### src/sv/nsv_pkg.sv
`timescale 1ns / 1ps
// ----------------------------------------------------------------------------
// nsv_pkg
// shared types, character codes and lookup functions for the sentence
// validator
// ----------------------------------------------------------------------------
package nsv_pkg;

    localparam logic [7:0] CH_DOLLAR = 8'h24;
    localparam logic [7:0] CH_STAR   = 8'h2A;
    localparam logic [7:0] CH_COMMA  = 8'h2C;
    localparam logic [7:0] CH_LF     = 8'h0A;
    localparam logic [7:0] CH_CR     = 8'h0D;

    localparam int unsigned TOKEN_DEPTH = 6;
    localparam int unsigned TAIL_DEPTH  = 4;

    localparam logic [2:0] TOKEN_LEN_MAX = 3'd7;
    localparam logic [2:0] LINE_LEN_MAX  = 3'd4;

    // status codes
    localparam logic [2:0] ST_OK        = 3'd0;
    localparam logic [2:0] ST_NO_COMMA  = 3'd1;
    localparam logic [2:0] ST_BAD_START = 3'd2;
    localparam logic [2:0] ST_NO_SUM    = 3'd3;
    localparam logic [2:0] ST_BAD_SUM   = 3'd4;

    // sentence kinds
    localparam logic [3:0] KIND_UNKNOWN = 4'd0;
    localparam logic [3:0] KIND_RMC     = 4'd1;
    localparam logic [3:0] KIND_GGA     = 4'd2;
    localparam logic [3:0] KIND_GSA     = 4'd3;
    localparam logic [3:0] KIND_GSV     = 4'd4;
    localparam logic [3:0] KIND_GLL     = 4'd5;
    localparam logic [3:0] KIND_VTG     = 4'd6;
    localparam logic [3:0] KIND_TXT     = 4'd7;
    localparam logic [3:0] KIND_PUBX    = 4'd8;

    // constellations
    localparam logic [2:0] CONS_UNKNOWN = 3'd0;
    localparam logic [2:0] CONS_GN      = 3'd1;
    localparam logic [2:0] CONS_GP      = 3'd2;
    localparam logic [2:0] CONS_GL      = 3'd3;
    localparam logic [2:0] CONS_GA      = 3'd4;
    localparam logic [2:0] CONS_GB      = 3'd5;
    localparam logic [2:0] CONS_GI      = 3'd6;
    localparam logic [2:0] CONS_IN      = 3'd7;

    typedef struct packed {
        logic [7:0]                  running_xor;
        logic [7:0]                  xor_at_last_star;
        logic                        star_seen;
        logic [7:0]                  first_byte;
        logic                        comma_seen;
        logic                        comma_at_start;
        logic [TOKEN_DEPTH-1:0][7:0] token_chars;
        logic [2:0]                  token_length;
        logic [TAIL_DEPTH-1:0][7:0]  tail_bytes;   // [0] is the newest
        logic [2:0]                  line_length;
    } t_line_state;

    typedef struct packed {
        logic [2:0] status;
        logic [3:0] sentence_kind;
        logic [2:0] constellation;
        logic [7:0] computed_sum;
        logic [7:0] received_sum;
    } t_result;

    // {valid, value} of one ascii hex digit, either case
    function automatic logic [4:0] hex_digit(input logic [7:0] c);
        logic [4:0] r;
        r = 5'd0;
        if (c >= 8'h30 && c <= 8'h39) begin
            r = {1'b1, c[3:0]};
        end else if ((c >= 8'h41 && c <= 8'h46) || (c >= 8'h61 && c <= 8'h66)) begin
            r = {1'b1, c[3:0] + 4'd9};
        end
        return r;
    endfunction

    function automatic logic [3:0] kind_code(input logic [23:0] w);
        logic [3:0] k;
        unique case (w)
            "RMC":   k = KIND_RMC;
            "GGA":   k = KIND_GGA;
            "GSA":   k = KIND_GSA;
            "GSV":   k = KIND_GSV;
            "GLL":   k = KIND_GLL;
            "VTG":   k = KIND_VTG;
            "TXT":   k = KIND_TXT;
            default: k = KIND_UNKNOWN;
        endcase
        return k;
    endfunction

    function automatic logic [2:0] talker_code(input logic [15:0] w);
        logic [2:0] t;
        unique case (w)
            "GN":    t = CONS_GN;
            "GP":    t = CONS_GP;
            "GL":    t = CONS_GL;
            "GA":    t = CONS_GA;
            "GB":    t = CONS_GB;
            "GI":    t = CONS_GI;
            "IN":    t = CONS_IN;
            default: t = CONS_UNKNOWN;
        endcase
        return t;
    endfunction

endpackage

### src/sv/nsv_line_track.sv
`timescale 1ns / 1ps
// ----------------------------------------------------------------------------
// nsv_line_track
// per-line running state: xor, star and comma tracking, token capture and
// the last four bytes; cleared at every line end
// ----------------------------------------------------------------------------
module nsv_line_track (
    input  logic                 i_clk,
    input  logic                 i_rst_n,
    input  logic                 i_step,
    input  logic [7:0]           i_byte,
    output nsv_pkg::t_line_state o_state
);
    import nsv_pkg::*;

    t_line_state r_state;
    t_line_state n_state;

    always_comb begin
        n_state = r_state;
        if (i_step) begin
            if (i_byte == CH_LF) begin
                n_state = '0;
            end else begin
                if (i_byte == CH_STAR) begin
                    n_state.xor_at_last_star = r_state.running_xor;
                    n_state.star_seen        = 1'b1;
                end
                if (r_state.line_length == 3'd0) begin
                    n_state.first_byte = i_byte;
                    if (i_byte == CH_COMMA) begin
                        n_state.comma_at_start = 1'b1;
                    end
                end else begin
                    n_state.running_xor = r_state.running_xor ^ i_byte;
                end

                if (!r_state.comma_seen) begin
                    if (i_byte == CH_COMMA) begin
                        n_state.comma_seen = 1'b1;
                    end else begin
                        for (int i = 0; i < TOKEN_DEPTH; i++) begin
                            if (r_state.token_length == 3'(i)) begin
                                n_state.token_chars[i] = i_byte;
                            end
                        end
                        if (r_state.token_length != TOKEN_LEN_MAX) begin
                            n_state.token_length = r_state.token_length + 3'd1;
                        end
                    end
                end

                n_state.tail_bytes = {r_state.tail_bytes[TAIL_DEPTH-2:0], i_byte};
                if (r_state.line_length != LINE_LEN_MAX) begin
                    n_state.line_length = r_state.line_length + 3'd1;
                end
            end
        end
    end

    always_ff @(posedge i_clk) begin
        if (!i_rst_n) begin
            r_state <= '0;
        end else begin
            r_state <= n_state;
        end
    end

    assign o_state = r_state;

endmodule

### src/sv/nsv_line_eval.sv
`timescale 1ns / 1ps
// ----------------------------------------------------------------------------
// nsv_line_eval
// line end checks: comma, start, checksum framing and compare, then sentence
// kind and talker lookup
// ----------------------------------------------------------------------------
module nsv_line_eval (
    input  nsv_pkg::t_line_state i_state,
    output nsv_pkg::t_result     o_result
);
    import nsv_pkg::*;

    logic       has_cr;
    logic [2:0] eff_len;
    logic [7:0] third_last;
    logic [7:0] hex_hi_ch;
    logic [7:0] hex_lo_ch;
    logic [4:0] hex_hi;
    logic [4:0] hex_lo;
    logic       star_framed;
    logic       hex_ok;
    logic [7:0] rx_sum;
    logic [7:0] calc_sum;
    logic       is_pubx;

    always_comb begin
        has_cr  = (i_state.line_length != 3'd0) && (i_state.tail_bytes[0] == CH_CR);
        eff_len = i_state.line_length - {2'b00, has_cr};
        // with a trailing cr everything moves one byte further back
        third_last = has_cr ? i_state.tail_bytes[3] : i_state.tail_bytes[2];
        hex_hi_ch  = has_cr ? i_state.tail_bytes[2] : i_state.tail_bytes[1];
        hex_lo_ch  = has_cr ? i_state.tail_bytes[1] : i_state.tail_bytes[0];
        hex_hi     = hex_digit(hex_hi_ch);
        hex_lo     = hex_digit(hex_lo_ch);

        star_framed = (eff_len >= 3'd3) && (third_last == CH_STAR);
        hex_ok      = hex_hi[4] && hex_lo[4];
        rx_sum      = {hex_hi[3:0], hex_lo[3:0]};
        calc_sum    = i_state.star_seen ? i_state.xor_at_last_star : 8'h00;

        o_result = '0;
        priority if (!i_state.comma_seen || i_state.comma_at_start) begin
            o_result.status = ST_NO_COMMA;
        end else if (i_state.first_byte != CH_DOLLAR) begin
            o_result.status = ST_BAD_START;
        end else if (!star_framed) begin
            o_result.status = ST_NO_SUM;
        end else begin
            o_result.computed_sum = calc_sum;
            if (hex_ok) begin
                o_result.received_sum = rx_sum;
                o_result.status       = (calc_sum == rx_sum) ? ST_OK : ST_BAD_SUM;
            end else begin
                o_result.status = ST_BAD_SUM;
            end
        end

        is_pubx = (i_state.token_length == 3'd5) && (i_state.token_chars[0] == CH_DOLLAR)
                  && ({i_state.token_chars[1], i_state.token_chars[2],
                       i_state.token_chars[3], i_state.token_chars[4]} == "PUBX");

        if (o_result.status == ST_OK) begin
            if (is_pubx) begin
                o_result.sentence_kind = KIND_PUBX;
            end else begin
                if (i_state.token_length >= 3'd6) begin
                    o_result.sentence_kind = kind_code({i_state.token_chars[3],
                        i_state.token_chars[4], i_state.token_chars[5]});
                end
                if (i_state.token_length >= 3'd3) begin
                    o_result.constellation = talker_code({i_state.token_chars[1],
                        i_state.token_chars[2]});
                end
            end
        end
    end

endmodule

### src/sv/nmea_sentence_validator_core.sv
`timescale 1ns / 1ps
// result: an accepted lf beat goes from the input register into the result register
// throughput: one byte per cycle; a held result only stalls the input once an lf
//   beat is waiting in the input register
// reset: synchronous active-low i_rst_n clears the line state and both valid flags
// ----------------------------------------------------------------------------
// nmea_sentence_validator_core
// byte stream sentence checker: input register, line state tracking, line end
// evaluation into a result register
// ----------------------------------------------------------------------------
module nmea_sentence_validator_core (
    input  logic       i_clk,
    input  logic       i_rst_n,
    input  logic       i_valid,
    output logic       o_ready,
    input  logic [7:0] i_data_byte,
    output logic       o_res_valid,
    input  logic       i_res_ready,
    output logic [2:0] o_status,
    output logic [3:0] o_sentence_kind,
    output logic [2:0] o_constellation,
    output logic [7:0] o_computed_sum,
    output logic [7:0] o_received_sum
);
    import nsv_pkg::*;

    logic        r_in_valid;
    logic        n_in_valid;
    logic [7:0]  r_in_byte;
    logic        r_res_valid;
    logic        n_res_valid;
    t_result     r_result;
    t_result     line_result;
    t_line_state line_state;
    logic        in_fire;
    logic        step;
    logic        step_lf;

    // a buffered lf may only move on when the result slot frees up
    assign step    = r_in_valid && ((r_in_byte != CH_LF) || !r_res_valid || i_res_ready);
    assign step_lf = step && (r_in_byte == CH_LF);
    assign o_ready = !r_in_valid || step;
    assign in_fire = i_valid && o_ready;

    nsv_line_track u_track (
        .i_clk   (i_clk),
        .i_rst_n (i_rst_n),
        .i_step  (step),
        .i_byte  (r_in_byte),
        .o_state (line_state)
    );

    nsv_line_eval u_eval (
        .i_state  (line_state),
        .o_result (line_result)
    );

    always_comb begin
        n_in_valid = r_in_valid;
        if (in_fire) begin
            n_in_valid = 1'b1;
        end else if (step) begin
            n_in_valid = 1'b0;
        end
        n_res_valid = r_res_valid;
        if (step_lf) begin
            n_res_valid = 1'b1;
        end else if (i_res_ready) begin
            n_res_valid = 1'b0;
        end
    end

    always_ff @(posedge i_clk) begin
        if (!i_rst_n) begin
            r_in_valid  <= 1'b0;
            r_res_valid <= 1'b0;
        end else begin
            r_in_valid  <= n_in_valid;
            r_res_valid <= n_res_valid;
        end
    end

    always_ff @(posedge i_clk) begin
        if (in_fire) begin
            r_in_byte <= i_data_byte;
        end
        if (step_lf) begin
            r_result <= line_result;
        end
    end

    assign o_res_valid     = r_res_valid;
    assign o_status        = r_result.status;
    assign o_sentence_kind = r_result.sentence_kind;
    assign o_constellation = r_result.constellation;
    assign o_computed_sum  = r_result.computed_sum;
    assign o_received_sum  = r_result.received_sum;

    a_class_only_when_ok: assert property (@(posedge i_clk) disable iff (!i_rst_n)
        (o_res_valid && o_status != ST_OK)
        |-> (o_sentence_kind == KIND_UNKNOWN && o_constellation == CONS_UNKNOWN))
        else $error("kind or talker set on a failed line");

    a_sums_only_when_framed: assert property (@(posedge i_clk) disable iff (!i_rst_n)
        (o_res_valid && o_status != ST_OK && o_status != ST_BAD_SUM)
        |-> (o_computed_sum == 8'h00 && o_received_sum == 8'h00))
        else $error("checksum fields set on an unframed line");

    a_ok_means_match: assert property (@(posedge i_clk) disable iff (!i_rst_n)
        (o_res_valid && o_status == ST_OK) |-> (o_computed_sum == o_received_sum))
        else $error("ok status with mismatched checksum");

    a_held_byte_stays: assert property (@(posedge i_clk) disable iff (!i_rst_n)
        (r_in_valid && !step) |=> (r_in_valid && $stable(r_in_byte)))
        else $error("stalled input register lost its beat");

    a_no_result_overwrite: assert property (@(posedge i_clk) disable iff (!i_rst_n)
        (step_lf && r_res_valid) |-> i_res_ready)
        else $error("result register overwritten before it was taken");

endmodule
### config.mk
export PLATFORM = sky130hd
export DESIGN_NAME = nmea_sentence_validator_core
export DESIGN_NICKNAME = d
export VERILOG_FILES = /design/src/sv/nsv_pkg.sv /design/src/sv/nsv_line_track.sv /design/src/sv/nsv_line_eval.sv /design/src/sv/nmea_sentence_validator_core.sv
export SDC_FILE = /design/constraint.sdc
export NUM_CORES = 1
export LEC_CHECK = 0
export BUFFER_PORTS_ARGS = -buffer_cell sky130_fd_sc_hd__buf_4
export CAP_MARGIN = 0
export CORE_AREA = 3 3 144 146
export CTS_CLUSTER_SIZE = 24
export DETAILED_ROUTE_END_ITERATION = 16
export DIE_AREA = 0 0 147 149
export SLEW_MARGIN = 20
export SYNTH_ARGS = -nofsm -noshare
export SYNTH_HDL_FRONTEND = slang
export SYNTH_SLANG_ARGS = --single-unit
### constraint.sdc
create_clock -name i_clk -period 11.35 [get_ports i_clk]
set_input_delay 0 -clock i_clk [delete_from_list [all_inputs] [get_ports i_clk]]
set_output_delay 0 -clock i_clk [all_outputs]
set_load 0.1 [all_outputs]
* Word level (Yosys, flattened, before mapping)
Index checks and enable logic that the tools add are counted.
** Operators by class
- Add/sub/neg operators :: 5
- $lt $le $gt $ge :: 15
- Equality and inequality tests :: 34
- Mux-type cells :: 39
- Bitwise operators :: 6
- Reductions and logical operators :: 56
** Operator list (count)
- 24-bit by 23-bit equality test with 1-bit output (second input constant) :: 7
- 113-bit 2-to-1 mux :: 1
- 16-bit by 15-bit equality test with 1-bit output (second input constant) :: 7
- 51-bit 2-to-1 mux :: 2
- 8-bit 2-to-1 mux :: 12
- 3-bit case mux with 7 select lines :: 2
- 32-bit by 31-bit equality test with 1-bit output (second input constant) :: 1
- 8-bit by 6-bit equality test with 1-bit output (second input constant) :: 4
- 8-bit by 7-bit >= comparator with 1-bit output (second input constant) :: 4
- 8-bit by 7-bit less-or-equal comparator with 1-bit output (second input constant) :: 4
- 4-bit AND reduction :: 7
- 2-bit nonzero test :: 13
- 3-bit 2-to-1 mux :: 7
- 5-bit 2-to-1 mux :: 4
- 8-bit by 4-bit equality test with 1-bit output (second input constant) :: 2
- 8-bit by 6-bit >= comparator with 1-bit output (second input constant) :: 2
- 8-bit by 6-bit less-or-equal comparator with 1-bit output (second input constant) :: 2
- 1-bit logical AND :: 14
- 3-bit logical NOT :: 3
- 9-bit 2-to-1 mux :: 1
- 3-bit OR reduction :: 3
- 4-bit adder (second input constant) :: 2
- 8-bit equality test :: 1
- 1-bit 2-to-1 mux :: 8
- 20 further kinds :: 42
** Storage, ports and cells
- Register bits :: 149
- Bits of input ports :: 12
- Output and inout port bits :: 28
- Logic and storage cells :: 182

* Depth between registers and ports, before layout
- Word-level depth :: 17
- Gate-level depth with buffers :: 19
- Gate-level depth less buffers :: 17

* Hierarchy
A second synthesis with hierarchy kept.
** Unflattened totals
- Cells, all modules :: 793
- Area total of the unflattened synthesis :: 7626.1 um^2
** Modules (own cells, without submodules)
- nsv_line_track :: times used 1, cells an instance 470, area each 4613.2 um^2, sequential area each 2262.2 um^2
- nsv_line_eval :: times used 1, cells an instance 274, area each 1844.3 um^2, sequential area each 0.0 um^2
- nmea_sentence_validator_core :: times used 1, cells an instance 49, area each 1168.6 um^2, sequential area each 1061.0 um^2

* Worst setup path before layout
OpenSTA, ideal clock, no wires.
- Kind :: register to register
- Start point :: register u_track.r_state (netlist bit u_track.o_state[0])
- End point :: register r_result (netlist bit o_constellation[2]) (data pin)
- Setup time :: 167 ps
- Arrival time :: 4256 ps
- Data required time :: 11183 ps
- Path slack :: 6927 ps
- Stages on the path, launching flop included :: 20
- Buffers on the path :: 2
- Clock period less this slack :: 4423 ps
- Cells stage by stage :: dfxtp_1 > inv_1 > ha_1 > nor2b_1 > buf_2 > or4_1 > buf_2 > clkinv_2 > mux2i_1 > inv_1 > ha_1 > o21bai_1 > a21oi_1 > and3_1 > a211o_1 > xor2_1 > o311ai_0 > nor4_2 > o211ai_4 > a211oi_1
** Between the ends
- Longest elaborated chain between the ends :: 17
- Elaborated cells on any way between the ends :: 45
- Classes of those cells :: add/sub (3); order compare (13); eq/ne (2); mux (12); bitwise (1); reduce/logical (14)
** Ends and longest elaborated chain
- from (decl) :: RTL line nsv_line_track.sv:16 : t_line_state r_state;
- from (signal assigned) :: RTL line nsv_line_track.sv:65 : r_state <= n_state;
- 3-bit nonzero test :: RTL line nsv_line_eval.sv:27 : has_cr = (i_state.line_length != 3'd0) && (i_state.tail_bytes[0] == CH_CR);
- 1-bit logical AND :: RTL line nsv_line_eval.sv:27
- 8-bit 2-to-1 mux, on equally long branches :: RTL line nsv_line_eval.sv:32, nsv_line_eval.sv:31
- 8-bit by 7-bit >= comparator with 1-bit output or 8-bit by 7-bit less-or-equal comparator with 1-bit output (tied branches) :: RTL line nsv_pkg.sv:76 : end else if ((c >= 8'h41 && c <= 8'h46) || (c >= 8'h61 && c <= 8'h66)) begin
- 1-bit logical AND :: RTL line nsv_pkg.sv:76
- 1-bit logical OR :: RTL line nsv_pkg.sv:76
- 5-bit 2-to-1 mux :: RTL line nsv_pkg.sv:76
- 5-bit 2-to-1 mux :: RTL line nsv_pkg.sv:74 : if (c >= 8'h30 && c <= 8'h39) begin
- 8-bit equality test :: RTL line nsv_line_eval.sv:52 : o_result.status = (calc_sum == rx_sum) ? ST_OK : ST_BAD_SUM;
- 3-bit 2-to-1 mux :: RTL line nsv_line_eval.sv:52
- 3-bit 2-to-1 mux :: RTL line nsv_line_eval.sv:50 : if (hex_ok) begin
- 3-bit 2-to-1 mux * :: RTL line nsv_line_eval.sv:46 : end else if (!star_framed) begin
- 3-bit 2-to-1 mux * :: RTL line nsv_line_eval.sv:44 : end else if (i_state.first_byte != CH_DOLLAR) begin
- 3-bit 2-to-1 mux * :: RTL line nsv_line_eval.sv:42 : priority if (!i_state.comma_seen || i_state.comma_at_start) begin
- 3-bit logical NOT * :: RTL line nsv_line_eval.sv:62 : if (o_result.status == ST_OK) begin
- 1-bit NOT (no source line) *
- 3-bit OR reduction (no source line) *
- to (signal assigned) :: RTL line nmea_sentence_validator_core.sv:88 : r_result <= line_result;
- to (decl) :: RTL line nmea_sentence_validator_core.sv:32 : t_result r_result;
Mark *: on every way between the ends. The rest lies on a longest branch, timed or not.
A chain may end at the register's enable or synchronous reset.

* Worst setup path after layout
- Start point :: register u_track.r_state (netlist bit u_track.o_state[1])
- End point :: register r_result (netlist bit o_constellation[1]) (data pin)
Same word-level chain as after synthesis.

==> results by group <==
Timing
  • Worst setup skew after layout: 0.0134 ns
  • Pins Over Slew Limit: 0
  • Sum of negative setup slack: 0 ns
  • Maximum clock frequency: 192 MHz
  • Worst max-slew margin expressed relative to the limit: 40.1%
  • Finish-stage setup viols: 0
  • Final critical delay including setup and external delays: 5.20 ns
  • Unrepaired setup endpoints after global routing: false
  • Actual transition at the worst max-transition pin: 0.899 ns
  • Hold violation total from the final report: 0
  • Post-route clock period utilization: 45.8%

Clock network
  • Clk pin slew, worst setup/hold paths: 0.06 ns
  • # resized after CTS: 0
  • Root Buffer: clkbuf_16
  • Maximum level of the CTS H-tree: 4
  • Clock buffer depth: 2
  • CTS tree: done
  • Hold buffer count at cts: 10
  • Clock Sink Count: 149
  • Worst skew pair latency: 0.43 ns
  • Buffers inserted during post-CTS setup optimization: 0
  • Num CTS Buffers: 17

Yosys
  • Fraction of synthesized cell area taken by the top area cell type: 30.5%
  • Cells after synthesis: 791
  • Average cell area after synthesis: 9.56 um2
  • Synth top area cells: dfxtp_1, edfxtp_1, nor2b_1, mux2i_1, a22oi_1
  • Cell area after synthesis: 7560 um2
  • Yosys synthesis warning count: 0
  • Cell taking the most area after synthesis: dfxtp_1
  • Cell with the most instances after synthesis: dfxtp_1
  • Part of the Yosys area used for sequential elements: 44.0%
  • FFs w/ async S/R, synth: 0%
  • Ranking of synthesized cells by instance count: dfxtp_1, nor2b_1, nand2_1, mux2i_1, nor2_1
  • Count of unique library cells instantiated by Yosys: 79
  • Number of nets produced by synthesis: 821
  • Flip-flop cell with the highest count after synthesis: dfxtp_1
  • Number of synthesized register bits: 149
  • Number of flops mapped to enable cells by yosys: 34

Floorplanning
  • Site row count: 51
  • Core region area: 19500 um2
  • I/O Pins: 40
  • X dimension of the die: 147 um
  • Overall die area: 21900 um2
  • Initial Utilization: 38.7%
  • Die boundary height: 149 um

Global route
  • Global routing met3 resource utilization: 2.73%
  • Met1 usage: 23.8%
  • Sum of overflow across all layers after global routing: 0
  • Vias in the first global route: 5567
  • Met2 track utilization from global routing: 25.1%
  • Wire length of the first global-routing pass: 29300 um
  • Initial antenna violation count: 0
  • Global Route Usage Sum: 16.5%
  • Largest net degree at the start of global routing: 112
  • GRT Max-Usage Layer: met2

Cells and area
  • Fill cell instance count of the final layout: 1904
  • Non-Filler Instances: 1092
  • Nets: 844
  • Fraction of final layout cells with drive strength greater than 1: 12.5%
  • Finished Core Util: 44.7%
  • Area growth from synthesis to layout: 15.4%
  • Post-route design area: 8720 um2
  • Number of diodes: 0
  • Area of all sequential standard cells: 3320 um2
  • Area occupied by multi-input gates: 3960 um2

Critical path
  • Type of the worst setup path: reg -> reg
  • Source of the worst register-to-register timing path: u_track.o_state[1]
  • Critical Path RT: 11.60 ns
  • Minimum setup slack among reg-to-reg paths: 6.15 ns
  • Largest fanout of any net on the critical path: 9
  • Type of origin of the critical path: register
  • Number of cells on the worst reg-to-reg path: 17
  • Setup crit end kind: register
  • CP arrival: 5.45 ns
  • Capturing point of the worst reg2reg path: o_constellation[1]

Drt
  • Ratio of routed vias to standard cells: 5.31
  • TritonRoute pass-1 iters: 5
  • Post-DRT Antenna Nets: 0
  • Number of DRC violations after detailed routing: 0
  • Vias after detailed routing: 5801
  • Detail-routed net length per standard cell: 16.3 um
  • Total detailed-routing wirelength: 17800 um
  • Starting DRC count in detailed routing: 470

Pwr
  • Power per standard cell area: 138 nW/um2
  • VDD IR-drop max: 0.000113 V
  • Post-layout total power: 1210 uW
  • Leakage power of the design: 0.00325 uW

Hold path
  • Type of the worst min-delay path: in -> reg
  • End of the worst hold path: o_res_valid
  • Hold Startpoint: i_rst_n
  • Hold depth: 2

Status
  • Outcome: finished, final reports clean

Placement
  • Routability-driven placement congestion ratio: 0.876
  • Dpl hpwl: 11900 um
  • Count of input and output buffers: 39
  • Placed cell areas: 8010 um2
  • Placed cell count: 1050

Flow run
  • Max-cap viol count: 0
-- power breakdown --
part / internal (uW) / switching (uW) / total (uW)
registers: 551 / 18.2 / 569
clock network: 348 / 225 / 573
logic: 29.0 / 36.3 / 65.3
-- flip-flops by register name (all words and copies together) (netlist names), 3 cells and up --
| register | flops |
|---|---|
| o_computed_sum | 8 |
| r_in_byte | 8 |
| u_track.o_state | 113 |
| o_sentence_kind | 4 |
| o_received_sum | 8 |
| o_status | 3 |
| o_constellation | 3 |
-- cell usage in the layout, fill, tap and decap left out, types with 6 or more instances in the layout --
cell           instances
dfxtp_1              115
nor2b_1               94
nand2_1               55
mux2i_1               52
buf_4                 42
nor2_1                40
a22oi_1               37
edfxtp_1              34
a21oi_1               32
inv_1                 22
o21ai_0               22
clkbuf_16             20
nand3_1               18
a21boi_0              18
ha_1                  18
and2_1                13
nor3_1                11
or3_1                 10
nor4_1                10
dlygate4sd3_1         10
nand2b_1               8
nor4b_1                7
and3_1                 7
nand4_1                7
xnor2_1                6
a211oi_1               6
-- worst max-delay path, cell delays in order (launching register included) --
cell and delay, ns:
dfxtp_1 0.33, inv_1 0.08, ha_1 0.25, nor2b_1 0.67, or4_1 0.49, clkinv_2 0.28, mux2i_1 0.47, inv_1 0.13
ha_1 0.24, o21bai_1 0.19, a21oi_1 0.14, and3_1 0.22, a211o_1 0.29, xor2_1 0.15, o311ai_0 0.16, nor4_2 0.46
o211ai_4 0.21, a311oi_1 0.24
-- through the flow --
| step | hold slack, ns | setup slack, ns |
|---|---|---|
| after floorplan | 0.0989 | 6.93 |
| after global placement | 0.181 | 6.36 |
| after detailed placement | 0.179 | 6.21 |
| after CTS | 0.252 | 6.19 |
| after global routing | 0.270 | 5.77 |
| final | 0.232 | 6.15 |
-- kinds of logic (layout without fill, tap and decap cells) --
logic type / Yosys count / count (layout) / synth area share [%]
adder cells (fa/ha/maj): 18 / 18 / 2.98
buffers and inverters: 71 / 107 / 3.79
AO/OA/AOI/OAI: 160 / 160 / 15.3
AND/OR/NAND/NOR: 327 / 327 / 25.2
multiplexers: 55 / 55 / 7.53
flip-flops: 149 / 149 / 44.0
XOR/XNOR: 11 / 11 / 1.27
-- how the worst max path moves through the flow --
stage	from	to	cells past startpoint
2_1_floorplan	u_track.o_state[0]	o_constellation[2]	19
3_3_place_gp	u_track.o_state[0]	o_constellation[1]	17
3_5_place_dp	u_track.o_state[1]	o_sentence_kind[2]	17
4_1_cts	u_track.o_state[1]	o_constellation[1]	17
5_1_grt	u_track.o_state[1]	o_constellation[1]	17
6_report	u_track.o_state[1]	o_constellation[1]	17
-- per-layer routing --
layer / vias to the layer above / wire [um]
met1: 2780 / 9080
met3: 19 / 521
met4: 0 / 262
met5: - / 0
met2: 101 / 7940
li1: 2901 / -
-- layout make-up --
type                    instances  area share, %
multi-input cells             571           45.3
flip-flops and latches        149           38.1
clock buffers                  23           5.98
repair buffers                 52           4.76
well taps                     265           3.80
clock inverters                 9           1.02
inverters                      23           1.00
No activity file was read; power rests on OpenSTA's default activity.
